==> src/rtl/cbr_pkg.sv <==
// Shared types, request codes and cycle counts of the branch, call and return unit.
package cbr_pkg;

    // Request codes
    localparam logic [3:0] REQ_JP      = 4'd0;
    localparam logic [3:0] REQ_JP_HL   = 4'd1;
    localparam logic [3:0] REQ_JP_CC   = 4'd2;
    localparam logic [3:0] REQ_JR      = 4'd3;
    localparam logic [3:0] REQ_JR_CC   = 4'd4;
    localparam logic [3:0] REQ_CALL    = 4'd5;
    localparam logic [3:0] REQ_CALL_CC = 4'd6;
    localparam logic [3:0] REQ_RET     = 4'd7;
    localparam logic [3:0] REQ_RET_CC  = 4'd8;
    localparam logic [3:0] REQ_RETI    = 4'd9;
    localparam logic [3:0] REQ_RST     = 4'd10;

    // Cycle counts
    localparam logic [4:0] CYC_4  = 5'd4;
    localparam logic [4:0] CYC_8  = 5'd8;
    localparam logic [4:0] CYC_12 = 5'd12;
    localparam logic [4:0] CYC_16 = 5'd16;
    localparam logic [4:0] CYC_20 = 5'd20;
    localparam logic [4:0] CYC_24 = 5'd24;

    // New PC source
    localparam logic [2:0] PC_KEEP = 3'd0;
    localparam logic [2:0] PC_TGT  = 3'd1;
    localparam logic [2:0] PC_REL  = 3'd2;
    localparam logic [2:0] PC_INC1 = 3'd3;
    localparam logic [2:0] PC_INC2 = 3'd4;

    // New SP source
    localparam logic [1:0] SP_KEEP = 2'd0;
    localparam logic [1:0] SP_DEC2 = 2'd1;
    localparam logic [1:0] SP_INC2 = 2'd2;

    localparam logic [15:0] BYTE_MASK = 16'h00FF;

    typedef struct packed {
        logic [3:0]        req_type;
        logic              flag_value;
        logic              flag_expected;
        logic [15:0]       pc_now;
        logic [15:0]       sp_now;
        logic [15:0]       hl_value;
        logic [15:0]       imm16;
        logic signed [7:0] disp8;
        logic [7:0]        pop_low;
        logic [7:0]        pop_high;
        logic [5:0]        rst_vector;
    } t_cbr_req;

    typedef struct packed {
        logic [15:0] new_pc;
        logic [15:0] new_sp;
        logic        push_valid;
        logic [7:0]  push_high;
        logic [7:0]  push_low;
        logic        set_ime;
        logic        taken;
        logic [4:0]  cycles;
    } t_cbr_rsp;

    typedef struct packed {
        logic [2:0] pc_sel;
        logic [1:0] sp_sel;
        logic       push;
        logic       ret_pc2;
        logic       ime;
        logic       taken;
        logic [4:0] cycles;
    } t_cbr_ctl;

    // Decode stage output
    typedef struct packed {
        t_cbr_ctl    ctl;
        logic [15:0] target;
        logic [15:0] pc;
        logic [15:0] sp;
        logic [7:0]  disp;
    } t_cbr_dec;

    // Address stage output
    typedef struct packed {
        t_cbr_ctl    ctl;
        logic [15:0] target;
        logic [15:0] pc;
        logic [15:0] pc1;
        logic [15:0] pc2;
        logic [15:0] rel;
        logic [15:0] sp;
        logic [15:0] sp_m2;
        logic [15:0] sp_p2;
    } t_cbr_sum;

endpackage

==> src/rtl/cpu_branch_call_return_unit.sv <==
// Top level of the branch, call and return unit: three-stage pipeline with stall flow control.
//
//  channel   direction  handshake            word
//  request   in         i_valid / o_stall    i_word (t_cbr_req)
//  result    out        o_valid / i_stall    o_word (t_cbr_rsp)
//
// A word accepted into the decode register moves through the address register into
// the output register, which raises o_valid; the result is taken at an edge with
// i_stall low, and while o_stall is low one word enters per cycle.
// Stages: decode and condition, address adds (PC+1, PC+2, PC+1+d, SP-2, SP+2),
// result select into the output register.
// Reset (i_rst_n low at a clock edge) empties every stage; the data registers are not reset.
// A stall on the output fills the empty stages behind it first, then holds each
// stage in place; o_stall rises only when all three stages hold a word.
module cpu_branch_call_return_unit import cbr_pkg::*; (
    input  logic     i_clk,
    input  logic     i_rst_n,
    input  logic     i_valid,
    output logic     o_stall,
    input  t_cbr_req i_word,
    output logic     o_valid,
    input  logic     i_stall,
    output t_cbr_rsp o_word
);

    logic     dec_valid;
    logic     sum_valid;
    logic     out_valid;
    t_cbr_dec dec;
    t_cbr_sum sum;
    logic     adv_out;
    logic     adv_sum;
    logic     adv_dec;

    // A stage advances when it is empty or the stage after it advances.
    assign adv_out = !out_valid || !i_stall;
    assign adv_sum = !sum_valid || adv_out;
    assign adv_dec = !dec_valid || adv_sum;

    // Hold off the sender only when the decode stage cannot take a word.
    assign o_stall = !adv_dec;

    cbr_decode u_decode (
        .i_clk   (i_clk),
        .i_rst_n (i_rst_n),
        .i_adv   (adv_dec),
        .i_valid (i_valid),
        .i_req   (i_word),
        .o_valid (dec_valid),
        .o_dec   (dec)
    );

    cbr_addr u_addr (
        .i_clk   (i_clk),
        .i_rst_n (i_rst_n),
        .i_adv   (adv_sum),
        .i_valid (dec_valid),
        .i_dec   (dec),
        .o_valid (sum_valid),
        .o_sum   (sum)
    );

    cbr_select u_select (
        .i_clk   (i_clk),
        .i_rst_n (i_rst_n),
        .i_adv   (adv_out),
        .i_valid (sum_valid),
        .i_sum   (sum),
        .o_valid (out_valid),
        .o_rsp   (o_word)
    );

    assign o_valid = out_valid;

    // Push bytes read as zero whenever nothing is pushed.
    a_push_zero: assert property (@(posedge i_clk) disable iff (!i_rst_n)
        (o_valid && !o_word.push_valid) |-> (o_word.push_high == 8'd0 && o_word.push_low == 8'd0))
        else $error("push bytes nonzero without a push");

    // A not-taken instruction neither pushes nor enables interrupts.
    a_not_taken: assert property (@(posedge i_clk) disable iff (!i_rst_n)
        (o_valid && !o_word.taken) |-> (!o_word.push_valid && !o_word.set_ime))
        else $error("side effect on a not-taken instruction");

    // Every push moves SP down by two and carries CYC_16 or CYC_24; only call and rst push.
    a_push_cycles: assert property (@(posedge i_clk) disable iff (!i_rst_n)
        (o_valid && o_word.push_valid) |-> (o_word.cycles == CYC_16 || o_word.cycles == CYC_24))
        else $error("push with an unexpected cycle count");

    // With the output free, a stall upstream cannot be raised.
    a_no_stall_free: assert property (@(posedge i_clk) disable iff (!i_rst_n)
        (!o_valid || !i_stall) |-> !o_stall)
        else $error("input stalled while the output drains");

endmodule

==> src/rtl/cbr_decode.sv <==
// Stage one: decode the request, resolve the condition, pick the direct target.
module cbr_decode import cbr_pkg::*; (
    input  logic     i_clk,
    input  logic     i_rst_n,
    input  logic     i_adv,
    input  logic     i_valid,
    input  t_cbr_req i_req,
    output logic     o_valid,
    output t_cbr_dec o_dec
);

    logic     r_valid;
    t_cbr_dec r_dec;
    t_cbr_dec n_dec;
    logic     cond;

    always_comb begin
        cond = (i_req.flag_value == i_req.flag_expected);
        n_dec.pc   = i_req.pc_now;
        n_dec.sp   = i_req.sp_now;
        n_dec.disp = i_req.disp8;
        n_dec.ctl  = '{pc_sel: PC_KEEP, sp_sel: SP_KEEP, push: 1'b0, ret_pc2: 1'b0,
                       ime: 1'b0, taken: 1'b0, cycles: CYC_4};
        n_dec.target = i_req.imm16;
        unique case (i_req.req_type)
            REQ_JP: begin
                n_dec.ctl.pc_sel = PC_TGT;
                n_dec.ctl.taken  = 1'b1;
                n_dec.ctl.cycles = CYC_16;
            end
            REQ_JP_HL: begin
                n_dec.target     = i_req.hl_value;
                n_dec.ctl.pc_sel = PC_TGT;
                n_dec.ctl.taken  = 1'b1;
            end
            REQ_JP_CC: begin
                n_dec.ctl.pc_sel = cond ? PC_TGT : PC_INC2;
                n_dec.ctl.taken  = cond;
                n_dec.ctl.cycles = cond ? CYC_16 : CYC_12;
            end
            REQ_JR: begin
                n_dec.ctl.pc_sel = PC_REL;
                n_dec.ctl.taken  = 1'b1;
                n_dec.ctl.cycles = CYC_12;
            end
            REQ_JR_CC: begin
                n_dec.ctl.pc_sel = cond ? PC_REL : PC_INC1;
                n_dec.ctl.taken  = cond;
                n_dec.ctl.cycles = cond ? CYC_12 : CYC_8;
            end
            REQ_CALL: begin
                n_dec.ctl.pc_sel  = PC_TGT;
                n_dec.ctl.sp_sel  = SP_DEC2;
                n_dec.ctl.push    = 1'b1;
                n_dec.ctl.ret_pc2 = 1'b1;
                n_dec.ctl.taken   = 1'b1;
                n_dec.ctl.cycles  = CYC_24;
            end
            REQ_CALL_CC: begin
                n_dec.ctl.pc_sel  = cond ? PC_TGT : PC_INC2;
                n_dec.ctl.sp_sel  = cond ? SP_DEC2 : SP_KEEP;
                n_dec.ctl.push    = cond;
                n_dec.ctl.ret_pc2 = 1'b1;
                n_dec.ctl.taken   = cond;
                n_dec.ctl.cycles  = cond ? CYC_24 : CYC_12;
            end
            REQ_RET, REQ_RETI: begin
                n_dec.target     = {i_req.pop_high, i_req.pop_low};
                n_dec.ctl.pc_sel = PC_TGT;
                n_dec.ctl.sp_sel = SP_INC2;
                n_dec.ctl.taken  = 1'b1;
                n_dec.ctl.ime    = (i_req.req_type == REQ_RETI);
                n_dec.ctl.cycles = CYC_16;
            end
            REQ_RET_CC: begin
                n_dec.target     = {i_req.pop_high, i_req.pop_low};
                n_dec.ctl.pc_sel = cond ? PC_TGT : PC_KEEP;
                n_dec.ctl.sp_sel = cond ? SP_INC2 : SP_KEEP;
                n_dec.ctl.taken  = cond;
                n_dec.ctl.cycles = cond ? CYC_20 : CYC_8;
            end
            REQ_RST: begin
                n_dec.target     = {10'd0, i_req.rst_vector};
                n_dec.ctl.pc_sel = PC_TGT;
                n_dec.ctl.sp_sel = SP_DEC2;
                n_dec.ctl.push   = 1'b1;
                n_dec.ctl.taken  = 1'b1;
                n_dec.ctl.cycles = CYC_16;
            end
            default: begin
                // unused codes: no-op, defaults above
            end
        endcase
    end

    always_ff @(posedge i_clk) begin
        if (!i_rst_n) begin
            r_valid <= 1'b0;
        end else if (i_adv) begin
            r_valid <= i_valid;
        end
    end

    always_ff @(posedge i_clk) begin
        if (i_adv && i_valid) begin
            r_dec <= n_dec;
        end
    end

    assign o_valid = r_valid;
    assign o_dec   = r_dec;

endmodule

==> src/rtl/cbr_addr.sv <==
// Stage two: form every candidate PC and SP with 16-bit wrapping adds.
module cbr_addr import cbr_pkg::*; (
    input  logic     i_clk,
    input  logic     i_rst_n,
    input  logic     i_adv,
    input  logic     i_valid,
    input  t_cbr_dec i_dec,
    output logic     o_valid,
    output t_cbr_sum o_sum
);

    logic     r_valid;
    t_cbr_sum r_sum;
    t_cbr_sum n_sum;

    always_comb begin
        n_sum.ctl    = i_dec.ctl;
        n_sum.target = i_dec.target;
        n_sum.pc     = i_dec.pc;
        n_sum.pc1    = i_dec.pc + 16'd1;
        n_sum.pc2    = i_dec.pc + 16'd2;
        n_sum.rel    = i_dec.pc + 16'd1 + {{8{i_dec.disp[7]}}, i_dec.disp};
        n_sum.sp     = i_dec.sp;
        n_sum.sp_m2  = i_dec.sp - 16'd2;
        n_sum.sp_p2  = i_dec.sp + 16'd2;
    end

    always_ff @(posedge i_clk) begin
        if (!i_rst_n) begin
            r_valid <= 1'b0;
        end else if (i_adv) begin
            r_valid <= i_valid;
        end
    end

    always_ff @(posedge i_clk) begin
        if (i_adv && i_valid) begin
            r_sum <= n_sum;
        end
    end

    assign o_valid = r_valid;
    assign o_sum   = r_sum;

endmodule

==> src/rtl/cbr_select.sv <==
// Stage three: select the results and hold them in the output register.
module cbr_select import cbr_pkg::*; (
    input  logic     i_clk,
    input  logic     i_rst_n,
    input  logic     i_adv,
    input  logic     i_valid,
    input  t_cbr_sum i_sum,
    output logic     o_valid,
    output t_cbr_rsp o_rsp
);

    logic        r_valid;
    t_cbr_rsp    r_rsp;
    t_cbr_rsp    n_rsp;
    logic [15:0] ret_addr;

    always_comb begin
        ret_addr = i_sum.ctl.ret_pc2 ? i_sum.pc2 : i_sum.pc;
        unique case (i_sum.ctl.pc_sel)
            PC_TGT:  n_rsp.new_pc = i_sum.target;
            PC_REL:  n_rsp.new_pc = i_sum.rel;
            PC_INC1: n_rsp.new_pc = i_sum.pc1;
            PC_INC2: n_rsp.new_pc = i_sum.pc2;
            default: n_rsp.new_pc = i_sum.pc;
        endcase
        unique case (i_sum.ctl.sp_sel)
            SP_DEC2: n_rsp.new_sp = i_sum.sp_m2;
            SP_INC2: n_rsp.new_sp = i_sum.sp_p2;
            default: n_rsp.new_sp = i_sum.sp;
        endcase
        n_rsp.push_valid = i_sum.ctl.push;
        // zero the push bytes when nothing is pushed
        n_rsp.push_high  = i_sum.ctl.push ? ret_addr[15:8] : 8'd0;
        n_rsp.push_low   = i_sum.ctl.push ? 8'(ret_addr & BYTE_MASK) : 8'd0;
        n_rsp.set_ime    = i_sum.ctl.ime;
        n_rsp.taken      = i_sum.ctl.taken;
        n_rsp.cycles     = i_sum.ctl.cycles;
    end

    always_ff @(posedge i_clk) begin
        if (!i_rst_n) begin
            r_valid <= 1'b0;
        end else if (i_adv) begin
            r_valid <= i_valid;
        end
    end

    always_ff @(posedge i_clk) begin
        if (i_adv && i_valid) begin
            r_rsp <= n_rsp;
        end
    end

    assign o_valid = r_valid;
    assign o_rsp   = r_rsp;

endmodule
==> config.mk <==
export PLATFORM = sky130hd
export DESIGN_NAME = cpu_branch_call_return_unit
export DESIGN_NICKNAME = d
export VERILOG_FILES = /design/src/rtl/cbr_pkg.sv /design/src/rtl/cpu_branch_call_return_unit.sv /design/src/rtl/cbr_decode.sv /design/src/rtl/cbr_addr.sv /design/src/rtl/cbr_select.sv
export SDC_FILE = /design/constraint.sdc
export NUM_CORES = 1
export LEC_CHECK = 0
export BUFFER_PORTS_ARGS = -buffer_cell sky130_fd_sc_hd__buf_2
export CELL_PAD_IN_SITES_DETAIL_PLACEMENT = 1
export CELL_PAD_IN_SITES_GLOBAL_PLACEMENT = 1
export CORE_UTILIZATION = 50
export CTS_BUF_LIST = sky130_fd_sc_hd__clkbuf_8
export DETAILED_ROUTE_END_ITERATION = 12
export GPL_TIMING_DRIVEN = 0
export PLACE_DENSITY = 0.81
export SLEW_MARGIN = 10
export SYNTH_ARGS = -nofsm -noshare
export SYNTH_HDL_FRONTEND = slang
export SYNTH_SLANG_ARGS = --single-unit
==> constraint.sdc <==
create_clock -name i_clk -period 11.7 [get_ports i_clk]
set_clock_uncertainty 0.1 [all_clocks]
set_input_delay 1.17 -clock i_clk [delete_from_list [all_inputs] [get_ports i_clk]]
set_output_delay 1.17 -clock i_clk [all_outputs]
set_load 0.03 [all_outputs]
# After elaboration in Yosys (flattened, before gate mapping)
# Cells that the tools add are included.
[totals]
wordCells = 99
register_bits = 271
[classes]
n_addsub = 5
n_mux = 19
n_reduce_logical = 21
n_eq_ne = 17
[op_table]
columns = ["cell", "n"]
rows = [
  ["16-bit one-hot mux with 4 select lines", 1],
  ["16-bit one-hot mux with 3 select lines", 1],
  ["5-bit one-hot mux with 7 select lines", 1],
  ["16-bit by 2-bit adder with 16-bit output (second input constant)", 2],
  ["16-bit one-hot mux with 2 select lines", 1],
  ["16-bit by 1-bit adder with 16-bit output (second input constant)", 1],
  ["16-bit adder", 1],
  ["4-bit by 3-bit equality test with 1-bit output (second input constant)", 4],
  ["16-bit 2-to-1 mux", 1],
  ["16-bit by 2-bit subtractor with 16-bit output (second input constant)", 1],
  ["5-bit 2-to-1 mux", 3],
  ["3-bit one-hot mux with 5 select lines", 1],
  ["4-bit equality test (second input constant)", 3],
  ["4-bit by 2-bit equality test with 1-bit output (second input constant)", 2],
  ["2-bit one-hot mux with 4 select lines", 1],
  ["2-bit OR reduction", 4],
  ["4-bit OR reduction", 2],
  ["7-bit OR reduction", 1],
  ["3-bit by 2-bit equality test with 1-bit output (second input constant)", 2],
  ["3-bit 2-to-1 mux", 2],
  ["6-bit OR reduction", 1],
  ["1-bit logical NOT", 5],
  ["4-bit by 1-bit equality test with 1-bit output (second input constant)", 1],
  ["4-bit logical NOT", 1],
  ["other kinds (11)", 19],
]

# Longest topological paths before layout
[logic_depth]
ltp_word = 5
ltp_mapped = 12
ltp_nobuf = 11

# By module
# From an unflattened synthesis, not the netlist that was laid out.
[hier_totals]
hier_cells = 842
area_unflattened_um2 = 11985.2
[modules_own_cells]
columns = ["mod", "n_inst", "cells_each", "area_per_inst_um2"]
rows = [
  ["cbr_addr", 1, 393, 5936.9],
  ["cbr_select", 1, 271, 3159.3],
  ["cbr_decode", 1, 174, 2865.2],
  ["cpu_branch_call_return_unit", 1, 4, 23.8],
]

# Least setup slack after synthesis
# OpenSTA, ideal clock, no wires.
[synth_path]
kind = "input to register"
from = "in i_stall"
to = "reg u_addr.r_sum (netlist bit u_addr.o_sum[0]), enable pin"
setup_ps = 650
cell_stages = 2
arrival_ps = 7392
path_buffers = 0
setup_slack_ps = 3559
path_cell_list = "and3_1 > nor2b_1"
[synth_via]
elab_chain_len = 4
[synth_lines]
columns = ["element", "line", "text"]
rows = [
  ["start, declared", "cpu_branch_call_return_unit.sv:22", "input logic i_stall,"],
  ["1-bit logical NOT", "cpu_branch_call_return_unit.sv:36", "assign adv_out = !out_valid || !i_stall;"],
  ["1-bit logical OR", "cpu_branch_call_return_unit.sv:36", ""],
  ["1-bit logical OR", "cpu_branch_call_return_unit.sv:37", "assign adv_sum = !sum_valid || adv_out;"],
  ["1-bit logical AND", "cbr_addr.sv:37", "if (i_adv && i_valid) begin"],
  ["end signal, assigned", "cbr_addr.sv:38", "r_sum <= n_sum;"],
  ["end, declared", "cbr_addr.sv:13", "t_cbr_sum r_sum;"],
]
# Every way passes these cells.
# A chain may end at the register's enable or synchronous reset.

==> flow_summary.toml <==
[placement]
detailed_place.area_um2 = 12900
gpl.final_weighted_congestion = 0.837
dpl.hpwl_um = 22300
dp_cells = 1283
place.port_buffers = 158
place_ws_ns = 8.01

[cells_and_area]
num-nets-final = 1173
instances_no_fill = 1358
flow.area_growth_from_synthesis_pct = 18.2
antennaDiodeCount = 0
post-route-cell-area_um2 = 13700
share_of_final_layout_standard_cells_stronger_than_drive_strength_1_pct = 21.7
utilization_pct = 60.3

[cts]
numCtsBuffers = 45
clock_insertion_delay_at_the_later_pin_of_the_skew_report_ns = 0.56
htreeDepth = 2
postCtsHoldBufs = 0
clockBufferDepth = 3
cts.sink_count = 261
clk_pin_slew_ns = 0.06
post_cts_resized = 0
cts_tree = "done"
postCtsSetupBuffers = 0
ctsRootBufferMaster = "sky130_fd_sc_hd__clkbuf_8"

[timing]
timing.max_slew.rel_slack_pct = 24.8
fmax_mhz = 261
tightestPinTransition_ns = 1.12
report.final.setup_viol = 0
timing.hold.ws_ns = 0.315
setup_slack_ns = 7.86
final_period_minus_worst_setup_slack_ns = 3.84
setup_tns_ns = 0
rsz0062_at_grt = "no"
final_cycle_utilization_of_the_critical_path_pct = 32.8
report.final.hold_viol_count = 0
finalMaxSlewViolations = 0

[floorplanning]
fp.coreArea_um2 = 22700
die_area_um2 = 23800
pin_count = 162
fp.dieW_um = 154
floorplan.initialDensity_pct = 51.0
placementRows = 55
chipHeight_um = 154

[run_status]
result_of_the_run = "finished, final reports clean"

[run]
drv.max_cap_violation_count = 0

[route]
via_per_inst = 5.82
postRouteAntennaNets = 0
detailedRoute.firstPassIterationCount = 5
detail_route.iter0.violations = 489
post-route-drc-count = 0
dr_total_vias = 7901
avgRoutedWirePerCell_um = 22.4
drt-total-wl_um = 30500

[logic_synthesis]
synth_top_cells_by_count = "sky130_fd_sc_hd__edfxtp_1, sky130_fd_sc_hd__clkbuf_1, sky130_fd_sc_hd__nand2_1"
synth-seq-area-share_pct = 67.4
synthDominantAreaCellType = "sky130_fd_sc_hd__edfxtp_1"
postSynth.asyncResetShare_pct = 0
synth.most_common_cell = "sky130_fd_sc_hd__edfxtp_1"
synth-warning-count = 0
synth_area_um2 = 11600
post_synth_num_cell_types = 53
synth-edff-count = 258
synth-main-ff-cell = "sky130_fd_sc_hd__edfxtp_1"
ys_ff_latch = 261
netlist_top_cells_area = "sky130_fd_sc_hd__edfxtp_1, sky130_fd_sc_hd__xnor2_1, sky130_fd_sc_hd__ha_1, sky130_fd_sc_hd__xor2_1, sky130_fd_sc_hd__a22oi_1"
synthDominantCellAreaShare_pct = 66.9
postSynthCellCount = 831
synth.avg_cell_area_um2 = 13.9

[setup_path]
cp-end-kind = "register"
cp_data_required_time_ns = 11.88
timing.critical_path.buf_inv = 0
r2r_cells = 9
cp_max_fo = 7
timing.critical_path.max_delay_family = "compound AO/OA/AOI/OAI gates"
startpoint_to_endpoint_class_of_the_critical_path = "reg2reg"
cell_chain_critical_path = "ha_1, nand2_1, xnor2_1, ha_1, o211ai_1, o21ai_0, a21boi_0, o31ai_1, xnor2_1"
timing.critical_path.depth = 9
critical_path.startpoint_type = "register"
crit_arrival_ns = 4.02
slowest_stage = "sky130_fd_sc_hd__o21ai_0"
crit_path_max_incr_delay_ns = 0.65

[global_routing]
vias_in_the_first_global_route = 8369
antenna_found_initial = 0
wire_length_of_the_first_global_routing_pass_um = 46400
maximum_number_of_pins_on_one_net_before_global_route_repair = 33
global_route.overflow_total = 0
grt_usage_pct = 26.0

[power_and_ir_drop]
total_power_mw = 2.12
power.density_cell_area_nw_per_um2 = 155
static-leakage-power_nw = 5.13
vdd.ir_drop.worst_v = 0.000103

[min_path]
hp-class = "reg2reg"
hold_path_depth = 0
==> worst paths after layout <==
path	to	start	slack, ns
min	u_addr.o_sum[0]	u_decode.o_dec[8]	0.31
max	u_addr.o_sum[63]	u_decode.o_dec[26]	7.86
max reg2reg	u_addr.o_sum[63]	u_decode.o_dec[26]	7.86
min reg2reg	u_addr.o_sum[0]	u_decode.o_dec[8]	0.31
==> worst reg2reg max path: stages, from the launching register on <==
cell and delay, ns:
sky130_fd_sc_hd__edfxtp_1 0.53, sky130_fd_sc_hd__ha_1 0.39, sky130_fd_sc_hd__nand2_1 0.11, sky130_fd_sc_hd__xnor2_1 0.20, sky130_fd_sc_hd__ha_1 0.43, sky130_fd_sc_hd__o211ai_1 0.13
sky130_fd_sc_hd__o21ai_0 0.65, sky130_fd_sc_hd__a21boi_0 0.40, sky130_fd_sc_hd__o31ai_1 0.45, sky130_fd_sc_hd__xnor2_1 0.17
==> sequential cells by signal (all words and copies together), names as in the netlist <==
register / cells
u_decode.o_valid: 1
u_select.o_valid: 1
u_select.o_rsp: 54
u_addr.o_valid: 1
u_addr.o_sum: 136
u_decode.o_dec: 68
==> routing by layer <==
metal / wire (um) / vias up / track usage [%]
met5: 0 / - / 0
met4: 1140 / 0 / 10.6
met3: 1710 / 72 / 4.54
met2: 15900 / 305 / 46.9
met1: 11700 / 3892 / 30.6
li1: - / 3632 / -
==> cell families after synthesis <==
| logic type | after synthesis | synth area share (%) |
|---|---|---|
| AOI/OAI and AO/OA | 207 | 12.5 |
| xor gates and xnor gates | 68 | 5.14 |
| adders and majority gates | 24 | 2.66 |
| buffers and inverters | 64 | 2.20 |
| DFF | 261 | 67.4 |
| muxes | 24 | 2.09 |
| other | 1 | 0.0324 |
| and+or+nand+nor | 182 | 7.95 |
==> cells in the final DEF, fill, tap and decap left out, types with 8 or more instances in the layout <==
master,n
sky130_fd_sc_hd__nor3_1,15
sky130_fd_sc_hd__nor2_1,34
sky130_fd_sc_hd__a22o_1,25
sky130_fd_sc_hd__buf_2,158
sky130_fd_sc_hd__a21oi_1,43
sky130_fd_sc_hd__clkbuf_1,45
sky130_fd_sc_hd__nor2b_1,24
sky130_fd_sc_hd__o21ai_0,32
sky130_fd_sc_hd__edfxtp_1,258
sky130_fd_sc_hd__a21o_1,13
sky130_fd_sc_hd__xnor2_1,37
sky130_fd_sc_hd__o211ai_1,8
sky130_fd_sc_hd__nand3_1,21
sky130_fd_sc_hd__a221o_1,14
sky130_fd_sc_hd__ha_1,23
sky130_fd_sc_hd__nand2_1,45
sky130_fd_sc_hd__clkbuf_8,45
sky130_fd_sc_hd__clkinv_1,10
sky130_fd_sc_hd__a221oi_1,8
sky130_fd_sc_hd__a22oi_1,36
sky130_fd_sc_hd__nand4_1,11
sky130_fd_sc_hd__mux2i_1,23
sky130_fd_sc_hd__inv_1,25
sky130_fd_sc_hd__xor2_1,31
==> cell type report <==
cell class | instances | area [um^2]
buffer | 50 | 203
clock buffer | 45 | 619
clock inverter | 30 | 129
fill | 2276 | 9020
inverter | 14 | 52.6
multi-input combinational | 507 | 3550
sequential | 261 | 7810
tap | 285 | 357
timing repair buffer | 166 | 966
==> where the power goes <==
group,internal (mW),total [mW],switching [mW]
Clock,0.356,0.710,0.354
Combinational,0.101,0.261,0.160
Sequential,1.11,1.15,0.0366
Total,1.57,2.12,0.551
(Power assumes the default switching activity.)
